[config.mk]
export PLATFORM = sky130hd
export DESIGN_NAME = framed_occupancy_change_detector_core_flat
export DESIGN_NICKNAME = d
export VERILOG_FILES = /design/src/sv/focd_pkg.sv /design/src/sv/focd_req_if.sv /design/src/sv/focd_rsp_if.sv /design/src/sv/framed_occupancy_change_detector_core.sv /design/src/sv/focd_ctrl.sv /design/src/sv/focd_dpath.sv /design/src/flat_wrapper.sv
export SDC_FILE = /design/constraint.sdc
export NUM_CORES = 1
export LEC_CHECK = 0
export BUFFER_PORTS_ARGS = -buffer_cell sky130_fd_sc_hd__buf_4
export CORE_MARGIN = 5
export CORE_UTILIZATION = 60
export DETAILED_ROUTE_END_ITERATION = 10
export GPL_TIMING_DRIVEN = 0
export PLACE_DENSITY = 0.79
export SLEW_MARGIN = 20
export SYNTH_ARGS = -nofsm -noshare
export SYNTH_HDL_FRONTEND = slang
export SYNTH_SLANG_ARGS = --single-unit
[constraint.sdc]
create_clock -name clock -period 6.7 [get_ports clock]
set_input_delay 1.005 -clock clock [delete_from_list [all_inputs] [get_ports clock]]
set_output_delay 1.005 -clock clock [all_outputs]
set_load 0.02 [all_outputs]
[src/sv/focd_pkg.sv]
// Shared constants, types and codes for the framed occupancy change detector.
`timescale 1ns / 1ps

package focd_pkg;

   localparam int DATA_BYTES = 8;
   localparam int BYTE_W     = 8;
   localparam int BOARD_W    = 64;
   localparam int SQ_W       = 6;
   localparam int KIND_W     = 2;
   localparam int CNT_W      = 4;
   localparam int IDLE_W     = 16;
   localparam int FB_IDX_W   = (DATA_BYTES > 1) ? $clog2(DATA_BYTES) : 1;

   localparam int CSR_IDX_W  = 2;
   localparam int CSR_DATA_W = 16;

   localparam logic [CSR_IDX_W-1:0] REG_START_MARKER  = 2'd0;
   localparam logic [CSR_IDX_W-1:0] REG_END_MARKER    = 2'd1;
   localparam logic [CSR_IDX_W-1:0] REG_TIMEOUT_TICKS = 2'd2;

   localparam logic [BYTE_W-1:0] START_MARKER_RESET  = 8'd0;
   localparam logic [BYTE_W-1:0] END_MARKER_RESET    = 8'd255;
   localparam logic [IDLE_W-1:0] TIMEOUT_TICKS_RESET = 16'd1000;

   typedef enum logic [KIND_W-1:0] {
      KIND_CHANGE  = 2'd0,
      KIND_SAME    = 2'd1,
      KIND_BAD_END = 2'd2,
      KIND_TIMEOUT = 2'd3
   } kind_type;

   typedef enum logic [2:0] {
      PH_WAIT = 3'b001,
      PH_DATA = 3'b010,
      PH_END  = 3'b100
   } phase_type;

   typedef enum logic [1:0] {
      CTL_IDLE = 2'b01,
      CTL_SCAN = 2'b10
   } ctl_state_type;

   // controller to datapath
   typedef struct packed {
      logic accept;
      logic scan_step;
   } cmd_type;

   // datapath to controller
   typedef struct packed {
      logic single;
      logic multi;
      logic scan_last;
   } status_type;

endpackage

[src/sv/focd_req_if.sv]
// Input channel: received bytes and time ticks.
`timescale 1ns / 1ps

interface focd_req_if;
   logic                       valid;
   logic                       ready;
   logic                       action;
   logic [focd_pkg::BYTE_W-1:0] rx_byte;

   modport source (output valid, output action, output rx_byte, input ready);
   modport sink   (input valid, input action, input rx_byte, output ready);
endinterface

[src/sv/focd_rsp_if.sv]
// Result channel: square changes and frame status words.
`timescale 1ns / 1ps

interface focd_rsp_if;
   logic                         valid;
   logic                         ready;
   logic [focd_pkg::KIND_W-1:0]  kind;
   logic [focd_pkg::SQ_W-1:0]    square;
   logic                         placed;
   logic                         last;
   logic [focd_pkg::BOARD_W-1:0] occupancy;

   modport source (output valid, output kind, output square, output placed,
                   output last, output occupancy, input ready);
   modport sink   (input valid, input kind, input square, input placed,
                   input last, input occupancy, output ready);
endinterface

[src/sv/framed_occupancy_change_detector_core.sv]
// Top level of the framed occupancy change detector.
//
//   channel   direction  handshake        payload
//   req_chan  in         valid / ready    action, rx_byte
//   rsp_chan  out        valid / ready    kind, square, placed, last, occupancy
//   csr_*     in         csr_wr_en only   csr_index, csr_data
//
// A tick or byte word is taken outside a burst when the result register is free
// or being emptied; a word that gives one result shows it on the next cycle.
// A good frame with N changed squares emits N results, one per cycle unless
// stalled, by the lowest-set-bit unit; input waits until the last is loaded.
// Reset is synchronous; it restores the register defaults and an empty board.
// A stalled result holds its register and stalls input behind it.
`timescale 1ns / 1ps

module framed_occupancy_change_detector_core (
   input  logic                            clock,
   input  logic                            reset,
   focd_req_if.sink                        req_chan,
   focd_rsp_if.source                      rsp_chan,
   input  logic                            csr_wr_en,
   input  logic [focd_pkg::CSR_IDX_W-1:0]  csr_index,
   input  logic [focd_pkg::CSR_DATA_W-1:0] csr_data
);
   import focd_pkg::*;

   cmd_type    cmd;
   status_type status;

   focd_ctrl u_ctrl (
      .clock     (clock),
      .reset     (reset),
      .req_valid (req_chan.valid),
      .req_ready (req_chan.ready),
      .rsp_valid (rsp_chan.valid),
      .rsp_ready (rsp_chan.ready),
      .status    (status),
      .cmd       (cmd)
   );

   focd_dpath u_dpath (
      .clock         (clock),
      .reset         (reset),
      .csr_wr_en     (csr_wr_en),
      .csr_index     (csr_index),
      .csr_data      (csr_data),
      .req_action    (req_chan.action),
      .req_rx_byte   (req_chan.rx_byte),
      .cmd           (cmd),
      .status        (status),
      .rsp_kind      (rsp_chan.kind),
      .rsp_square    (rsp_chan.square),
      .rsp_placed    (rsp_chan.placed),
      .rsp_last      (rsp_chan.last),
      .rsp_occupancy (rsp_chan.occupancy)
   );

endmodule

[src/sv/focd_ctrl.sv]
// Controller: input acceptance, change-burst sequencing and result valid.
`timescale 1ns / 1ps

module focd_ctrl (
   input  logic                 clock,
   input  logic                 reset,
   input  logic                 req_valid,
   output logic                 req_ready,
   output logic                 rsp_valid,
   input  logic                 rsp_ready,
   input  focd_pkg::status_type status,
   output focd_pkg::cmd_type    cmd
);
   import focd_pkg::*;

   ctl_state_type state_ff, state_in;
   logic          rsp_valid_ff, rsp_valid_in;
   logic          out_free;
   logic          accept;

   assign out_free  = !rsp_valid_ff || rsp_ready;
   assign req_ready = (state_ff == CTL_IDLE) && out_free;
   assign accept    = req_valid && req_ready;
   assign rsp_valid = rsp_valid_ff;

   assign cmd.accept    = accept;
   assign cmd.scan_step = (state_ff == CTL_SCAN) && out_free;

   always_comb begin
      state_in     = state_ff;
      rsp_valid_in = rsp_valid_ff;
      unique case (state_ff)
         CTL_IDLE: begin
            if (out_free) begin
               rsp_valid_in = accept && status.single;
            end
            if (accept && status.multi) begin
               state_in = CTL_SCAN;
            end
         end
         CTL_SCAN: begin
            // one change word per free output slot
            if (out_free) begin
               rsp_valid_in = 1'b1;
               if (status.scan_last) begin
                  state_in = CTL_IDLE;
               end
            end
         end
         default: begin
            state_in     = CTL_IDLE;
            rsp_valid_in = 1'b0;
         end
      endcase
   end

   always_ff @(posedge clock) begin
      if (reset) begin
         state_ff     <= CTL_IDLE;
         rsp_valid_ff <= 1'b0;
      end else begin
         state_ff     <= state_in;
         rsp_valid_ff <= rsp_valid_in;
      end
   end

endmodule

[src/sv/focd_dpath.sv]
// Datapath: configuration, frame receiver state, board compare and result register.
`timescale 1ns / 1ps

module focd_dpath (
   input  logic                           clock,
   input  logic                           reset,
   input  logic                           csr_wr_en,
   input  logic [focd_pkg::CSR_IDX_W-1:0]  csr_index,
   input  logic [focd_pkg::CSR_DATA_W-1:0] csr_data,
   input  logic                           req_action,
   input  logic [focd_pkg::BYTE_W-1:0]     req_rx_byte,
   input  focd_pkg::cmd_type              cmd,
   output focd_pkg::status_type           status,
   output logic [focd_pkg::KIND_W-1:0]     rsp_kind,
   output logic [focd_pkg::SQ_W-1:0]       rsp_square,
   output logic                           rsp_placed,
   output logic                           rsp_last,
   output logic [focd_pkg::BOARD_W-1:0]    rsp_occupancy
);
   import focd_pkg::*;

   logic [BYTE_W-1:0]  start_marker_ff;
   logic [BYTE_W-1:0]  end_marker_ff;
   logic [IDLE_W-1:0]  timeout_ff;

   phase_type          phase_ff, phase_in;
   logic [CNT_W-1:0]   byte_cnt_ff, byte_cnt_in;
   logic [IDLE_W-1:0]  idle_ff, idle_in;
   logic [BYTE_W-1:0]  frame_ff [DATA_BYTES];
   logic [BOARD_W-1:0] prior_ff;
   logic [BOARD_W-1:0] diff_ff;
   logic [BOARD_W-1:0] word_ff;

   logic [KIND_W-1:0]  kind_ff;
   logic [SQ_W-1:0]    square_ff;
   logic               placed_ff;
   logic               last_ff;
   logic [BOARD_W-1:0] occ_ff;

   logic [BOARD_W-1:0] word;
   logic [BOARD_W-1:0] diff_new;
   logic [BOARD_W-1:0] low_bit;
   logic [BOARD_W-1:0] diff_rest;
   logic [SQ_W-1:0]    low_sq;
   logic               single;
   logic               multi;
   kind_type           single_kind;
   logic [BOARD_W-1:0] single_occ;
   logic [CNT_W-1:0]   cnt_next;
   logic               store_byte;

   // bytes past the frame length read as zero
   always_comb begin
      word = '0;
      for (int i = 0; i < DATA_BYTES; i++) begin
         word[i*BYTE_W +: BYTE_W] = frame_ff[i];
      end
   end

   assign diff_new = word ^ prior_ff;

   // isolate and encode the lowest pending change
   assign low_bit   = diff_ff & (~diff_ff + BOARD_W'(1));
   assign diff_rest = diff_ff & ~low_bit;

   always_comb begin
      low_sq = '0;
      for (int i = 0; i < BOARD_W; i++) begin
         if (low_bit[i]) begin
            low_sq = low_sq | SQ_W'(i);
         end
      end
   end

   assign cnt_next = byte_cnt_ff + CNT_W'(1);

   always_comb begin
      single      = 1'b0;
      multi       = 1'b0;
      single_kind = KIND_TIMEOUT;
      single_occ  = '0;
      phase_in    = phase_ff;
      byte_cnt_in = byte_cnt_ff;
      idle_in     = idle_ff;
      store_byte  = 1'b0;
      if (req_action) begin
         if (phase_ff != PH_WAIT) begin
            if (idle_ff >= timeout_ff) begin
               single      = 1'b1;
               single_kind = KIND_TIMEOUT;
               phase_in    = PH_WAIT;
               byte_cnt_in = '0;
               idle_in     = '0;
            end else begin
               idle_in = idle_ff + IDLE_W'(1);
            end
         end
      end else begin
         unique case (phase_ff)
            PH_WAIT: begin
               if (req_rx_byte == start_marker_ff) begin
                  phase_in    = PH_DATA;
                  byte_cnt_in = '0;
                  idle_in     = '0;
               end
            end
            PH_DATA: begin
               store_byte  = 1'b1;
               byte_cnt_in = cnt_next;
               idle_in     = '0;
               if (32'(cnt_next) >= DATA_BYTES) begin
                  phase_in = PH_END;
               end
            end
            PH_END: begin
               phase_in    = PH_WAIT;
               byte_cnt_in = '0;
               idle_in     = '0;
               if (req_rx_byte != end_marker_ff) begin
                  single      = 1'b1;
                  single_kind = KIND_BAD_END;
               end else if (diff_new == '0) begin
                  single      = 1'b1;
                  single_kind = KIND_SAME;
                  single_occ  = word;
               end else begin
                  multi = 1'b1;
               end
            end
            default: begin
               phase_in    = PH_WAIT;
               byte_cnt_in = '0;
               idle_in     = '0;
            end
         endcase
      end
   end

   assign status.single    = single;
   assign status.multi     = multi;
   assign status.scan_last = (diff_rest == '0);

   always_ff @(posedge clock) begin
      if (reset) begin
         start_marker_ff <= START_MARKER_RESET;
         end_marker_ff   <= END_MARKER_RESET;
         timeout_ff      <= TIMEOUT_TICKS_RESET;
      end else if (csr_wr_en) begin
         unique case (csr_index)
            REG_START_MARKER:  start_marker_ff <= csr_data[BYTE_W-1:0];
            REG_END_MARKER:    end_marker_ff   <= csr_data[BYTE_W-1:0];
            REG_TIMEOUT_TICKS: timeout_ff      <= csr_data[IDLE_W-1:0];
            default: ;
         endcase
      end
   end

   always_ff @(posedge clock) begin
      if (reset) begin
         phase_ff    <= PH_WAIT;
         byte_cnt_ff <= '0;
         idle_ff     <= '0;
         prior_ff    <= '0;
      end else if (cmd.accept) begin
         phase_ff    <= phase_in;
         byte_cnt_ff <= byte_cnt_in;
         idle_ff     <= idle_in;
         if (multi) begin
            prior_ff <= word;
         end
      end
   end

   always_ff @(posedge clock) begin
      if (cmd.accept && store_byte) begin
         frame_ff[byte_cnt_ff[FB_IDX_W-1:0]] <= req_rx_byte;
      end
      if (cmd.accept && multi) begin
         diff_ff <= diff_new;
         word_ff <= word;
      end else if (cmd.scan_step) begin
         diff_ff <= diff_rest;
      end
      // result payload
      if (cmd.accept && single) begin
         kind_ff   <= single_kind;
         square_ff <= '0;
         placed_ff <= 1'b0;
         last_ff   <= 1'b1;
         occ_ff    <= single_occ;
      end else if (cmd.scan_step) begin
         kind_ff   <= KIND_CHANGE;
         square_ff <= low_sq;
         placed_ff <= |(word_ff & low_bit);
         last_ff   <= (diff_rest == '0);
         occ_ff    <= word_ff;
      end
   end

   assign rsp_kind      = kind_ff;
   assign rsp_square    = square_ff;
   assign rsp_placed    = placed_ff;
   assign rsp_last      = last_ff;
   assign rsp_occupancy = occ_ff;

endmodule
[src/flat_wrapper.sv]
// flat-port wrapper written by rule: the top's interface ports become plain ports
module framed_occupancy_change_detector_core_flat import focd_pkg::*;
  (clock, reset, csr_wr_en, csr_index, csr_data, req_chan_valid, req_chan_action, req_chan_rx_byte, req_chan_ready, rsp_chan_valid, rsp_chan_kind, rsp_chan_square, rsp_chan_placed, rsp_chan_last, rsp_chan_occupancy, rsp_chan_ready);
  focd_req_if req_chan_i ();
  focd_rsp_if rsp_chan_i ();
  input  logic clock;
  input  logic reset;
  input  logic csr_wr_en;
  input  logic [focd_pkg::CSR_IDX_W-1:0] csr_index;
  input  logic [focd_pkg::CSR_DATA_W-1:0] csr_data;
  input wire logic [$bits(req_chan_i.valid)-1:0] req_chan_valid;
  input wire logic [$bits(req_chan_i.action)-1:0] req_chan_action;
  input wire logic [$bits(req_chan_i.rx_byte)-1:0] req_chan_rx_byte;
  output wire logic [$bits(req_chan_i.ready)-1:0] req_chan_ready;
  output wire logic [$bits(rsp_chan_i.valid)-1:0] rsp_chan_valid;
  output wire logic [$bits(rsp_chan_i.kind)-1:0] rsp_chan_kind;
  output wire logic [$bits(rsp_chan_i.square)-1:0] rsp_chan_square;
  output wire logic [$bits(rsp_chan_i.placed)-1:0] rsp_chan_placed;
  output wire logic [$bits(rsp_chan_i.last)-1:0] rsp_chan_last;
  output wire logic [$bits(rsp_chan_i.occupancy)-1:0] rsp_chan_occupancy;
  input wire logic [$bits(rsp_chan_i.ready)-1:0] rsp_chan_ready;
  assign req_chan_i.valid = req_chan_valid;
  assign req_chan_i.action = req_chan_action;
  assign req_chan_i.rx_byte = req_chan_rx_byte;
  assign req_chan_ready = req_chan_i.ready;
  assign rsp_chan_valid = rsp_chan_i.valid;
  assign rsp_chan_kind = rsp_chan_i.kind;
  assign rsp_chan_square = rsp_chan_i.square;
  assign rsp_chan_placed = rsp_chan_i.placed;
  assign rsp_chan_last = rsp_chan_i.last;
  assign rsp_chan_occupancy = rsp_chan_i.occupancy;
  assign rsp_chan_i.ready = rsp_chan_ready;
  framed_occupancy_change_detector_core u_core (.clock(clock), .reset(reset), .req_chan(req_chan_i), .rsp_chan(rsp_chan_i), .csr_wr_en(csr_wr_en), .csr_index(csr_index), .csr_data(csr_data));
endmodule
==> impl_results.md <==
- Register area share after synthesis: 55.9%
- RSZ-0062 raised after global routing: no
- Cell count along the critical path: 12
- WL/cell: 28.4 um
- Max cap viols: 0
- Clock Skew: 0.0266 ns
- WP buf/inv: 3
- Number of synthesized flops with an enable pin: 258
- Initial antenna violation count: 3
- Post-route DRC: 0
- Count of state elements after synthesis: 388
- CP required: 6.91 ns
- Synth-to-Final Area Change: 14.5%
- Top FF cell, synth: edfxtp_1
- Sink Count: 388
- WHS Path Cells: 2
- DR pass1 iterations: 6
- Setup CP Type: flip-flop to flip-flop
- Die Y: 186 um
- Dpl cell area: 19,900 um^2
- Final Hold Violating Endpoints: 0
- Worst r2r path cells: 12
- Mux contribution to synthesized area: 4.93%
- Top post-synthesis cells by area: edfxtp_1, dfxtp_1, nand2_1, mux2i_1, xnor2_1
- Mapped cell area: 18,500 um^2
- Status: finished, final reports clean
- Vias per cell: 6.69
- Ys async rst share: 0%
- Setup Buffers After CTS: 0
- Fin crit share: 80.8%
- Largest family of logic cells by synthesized area: simple AND/OR/NAND/NOR gates
- Worst Setup End Kind: flip-flop
- Top-area cell type share of the netlist area: 41.9%
- Nets: 1,985
- Final WL: 67.0 mm
- Post-DP HPWL: 50.1 mm
- Clock insertion delay at the later pin of the skew report: 0.55 ns
- Mapped Nets: 1,835
- Layout Utilization: 69.5%
- CTS Buf Count: 39
- Clock transition at path regs: 0.07 ns
- Commonest cells in the netlist: nand2_1, edfxtp_1, dfxtp_1
- Critical Path Slowest Stage Cell: buf_1
- Cell area after layout: 21,200 um^2
- CTS tree: yes
- Critical path cell sequence: xnor2_1 > nand4_1 > nor4_1 > nand4_1 > a311oi_1 > o21ai_0 > nand2_1 > nand3b_1 > buf_1 > clkbuf_1 > nand2_4 > buf_12
- Via count: 15,809
- Die area: 34,500 um^2
- Depth of the CTS H-tree: 2
- Synth Area in Compound Gates: 10.9%
- PD cells: 228 nW/um^2
- Synth unique cells: 82
- Pin count of the biggest net entering global routing: 44
- Most frequent CP cell: nand4_1
- Maximum vdd drop: 202 uV
- First-pass GRT wire length: 97.1 mm
- Syn Inst Count: 1,783
- Cell row count: 64
- P_leak: 0.00775 uW
- XOR/XNOR Fraction of Synth Area: 3.93%
- Gpl congestion: 1.01
- CP peak stage delay: 0.59 ns
- Avg Cell Area, Syn: 10.4 um^2
- Hold Crit Class: flip-flop to flip-flop
- Final setup fails: 0
- Startpoint types: flip-flop
- Hold Slack: 0.463 ns
- Root Driver: clkbuf_16
- Initial DRC Count: 2,445
- I/O Pins: 108
- Min cycle time layout: 5.42 ns
- Fmax: 185 MHz
- Total GRT Usage: 38.5%
- Yosys top cell by area: edfxtp_1
- Hold bufs inserted after CTS: 0
- Final setup margin: 1.28 ns
- Core box area: 30,500 um^2
- Number of global-route vias before repair: 15,022
- CP top delay family: simple AND/OR/NAND/NOR gates
- Synth Warn #: 0
- CTS max path bufs: 3
- DP Worst Slack: 1.61 ns
- TNS Setup: 0 ns
- Post-synthesis adder-cell area fraction: 1.51%
- Pins Over Slew Limit: 0
- Worst Max-Slew Pin Slew: 1.25 ns
- Die X: 186 um
- Worst-path maximum fanout: 40
- Share of cells above drive strength 1: 11.5%
- Worst rel slew slack: 16.4%
- CTS resizes: 0
- Count leader, synth: nand2_1
- Port Buffers: 105
- Post-synthesis simple-gate area fraction: 18.6%
- Initial Utilization: 60.7%
- Grt total ovfl: 0
- Post-DRT Antenna Nets: 0
- CP arrival: 5.62 ns
-- power breakdown --
group	switching [uW]	leakage (uW)	internal, uW
clock	975	0.000605	1220
combinational	60.4	0.00399	30.5
sequential	4.94	0.00315	2530
total	1040	0.00775	3780
-- sequential cells by signal (all words and copies together) (netlist names), 4 cells and up --
name                            cells
u_core.u_dpath.start_marker_ff      8
u_core.u_dpath.diff_ff             64
u_core.u_dpath.rsp_occupancy       64
u_core.u_dpath.byte_cnt_ff          4
u_core.u_dpath.end_marker_ff        8
u_core.u_dpath.prior_ff            64
u_core.u_dpath.word_ff             64
u_core.u_dpath.timeout_ff          16
u_core.u_dpath.frame_ff            64
u_core.u_dpath.idle_ff             16
u_core.u_dpath.rsp_square           6
-- path summary, 6_finish.rpt --
check	end	slack, ns	from
worst max-delay path	u_core.u_dpath.rsp_occupancy[34]	1.28	u_core.u_dpath.frame_ff[4][1]
worst min register to register	u_core.u_dpath.timeout_ff[4]	0.46	u_core.u_dpath.timeout_ff[4]
worst min-delay path	u_core.u_dpath.timeout_ff[4]	0.46	u_core.u_dpath.timeout_ff[4]
worst max register to register	u_core.u_dpath.rsp_occupancy[34]	1.28	u_core.u_dpath.frame_ff[4][1]
-- tightest hold or removal path, cell delays in order (launching register included) --
cell and delay [ns]:
dfxtp_1 0.31, nand2_1 0.05, a21oi_1 0.05
-- through the flow --
stage / total power (uW) / instances
detailed placement: 2680 / 2288
finish: 4820 / 2364
CTS: 4820 / 2359
floorplan: 2630 / 1783
global placement: 2680 / 2284
global route: 4930 / 2359
-- per-layer routing --
metal  global-route usage, %  up-vias  wire, um
met4                    18.8        2      4000
li1                        -     6805         -
met2                    58.0     1133     29200
met1                    52.9     7630     25500
met5                       0        -         7
met3                    8.93      239      8370
-- placed cells by master (no fill, tap or decap), drive strengths merged, types with 6 or more instances in the layout --
cell type  count
a2111oi        6
a211o         11
a211oi         6
a21o           7
a21oi        112
a22oi          6
a31oi         18
and3          22
buf          135
clkbuf       122
clkinv         7
dfxtp        130
edfxtp       258
ha            20
inv          107
mux2i         90
nand2        292
nand2b        17
nand3         63
nand3b        26
nand4         46
nor2          75
nor2b          6
nor3          38
nor4          34
o2111ai        8
o211ai         9
o21ai         71
o31ai          6
o41ai          6
or2           10
or3           14
or4           17
xnor2         66
xor2          17
-- cell type report --
class | instances | area (um^2)
Inverter | 101 | 379
Multi-Input combinational cell | 1197 | 7440
Timing Repair Buffer | 109 | 856
Clock buffer | 51 | 1060
Tap cell | 396 | 495
Clock inverter | 20 | 206
Sequential cell | 388 | 10300
Buffer | 97 | 397
Antenna cell | 5 | 12.5
Fill cell | 2194 | 9320
-- logic make-up after synthesis --
logic type | after synthesis
and+or+nand+nor | 685
buffers and inverters | 198
xor gates and xnor gates | 83
adders and majority gates | 23
AOI/OAI and AO/OA | 315
muxes | 91
DFF | 388
(Power assumes the default switching activity.)
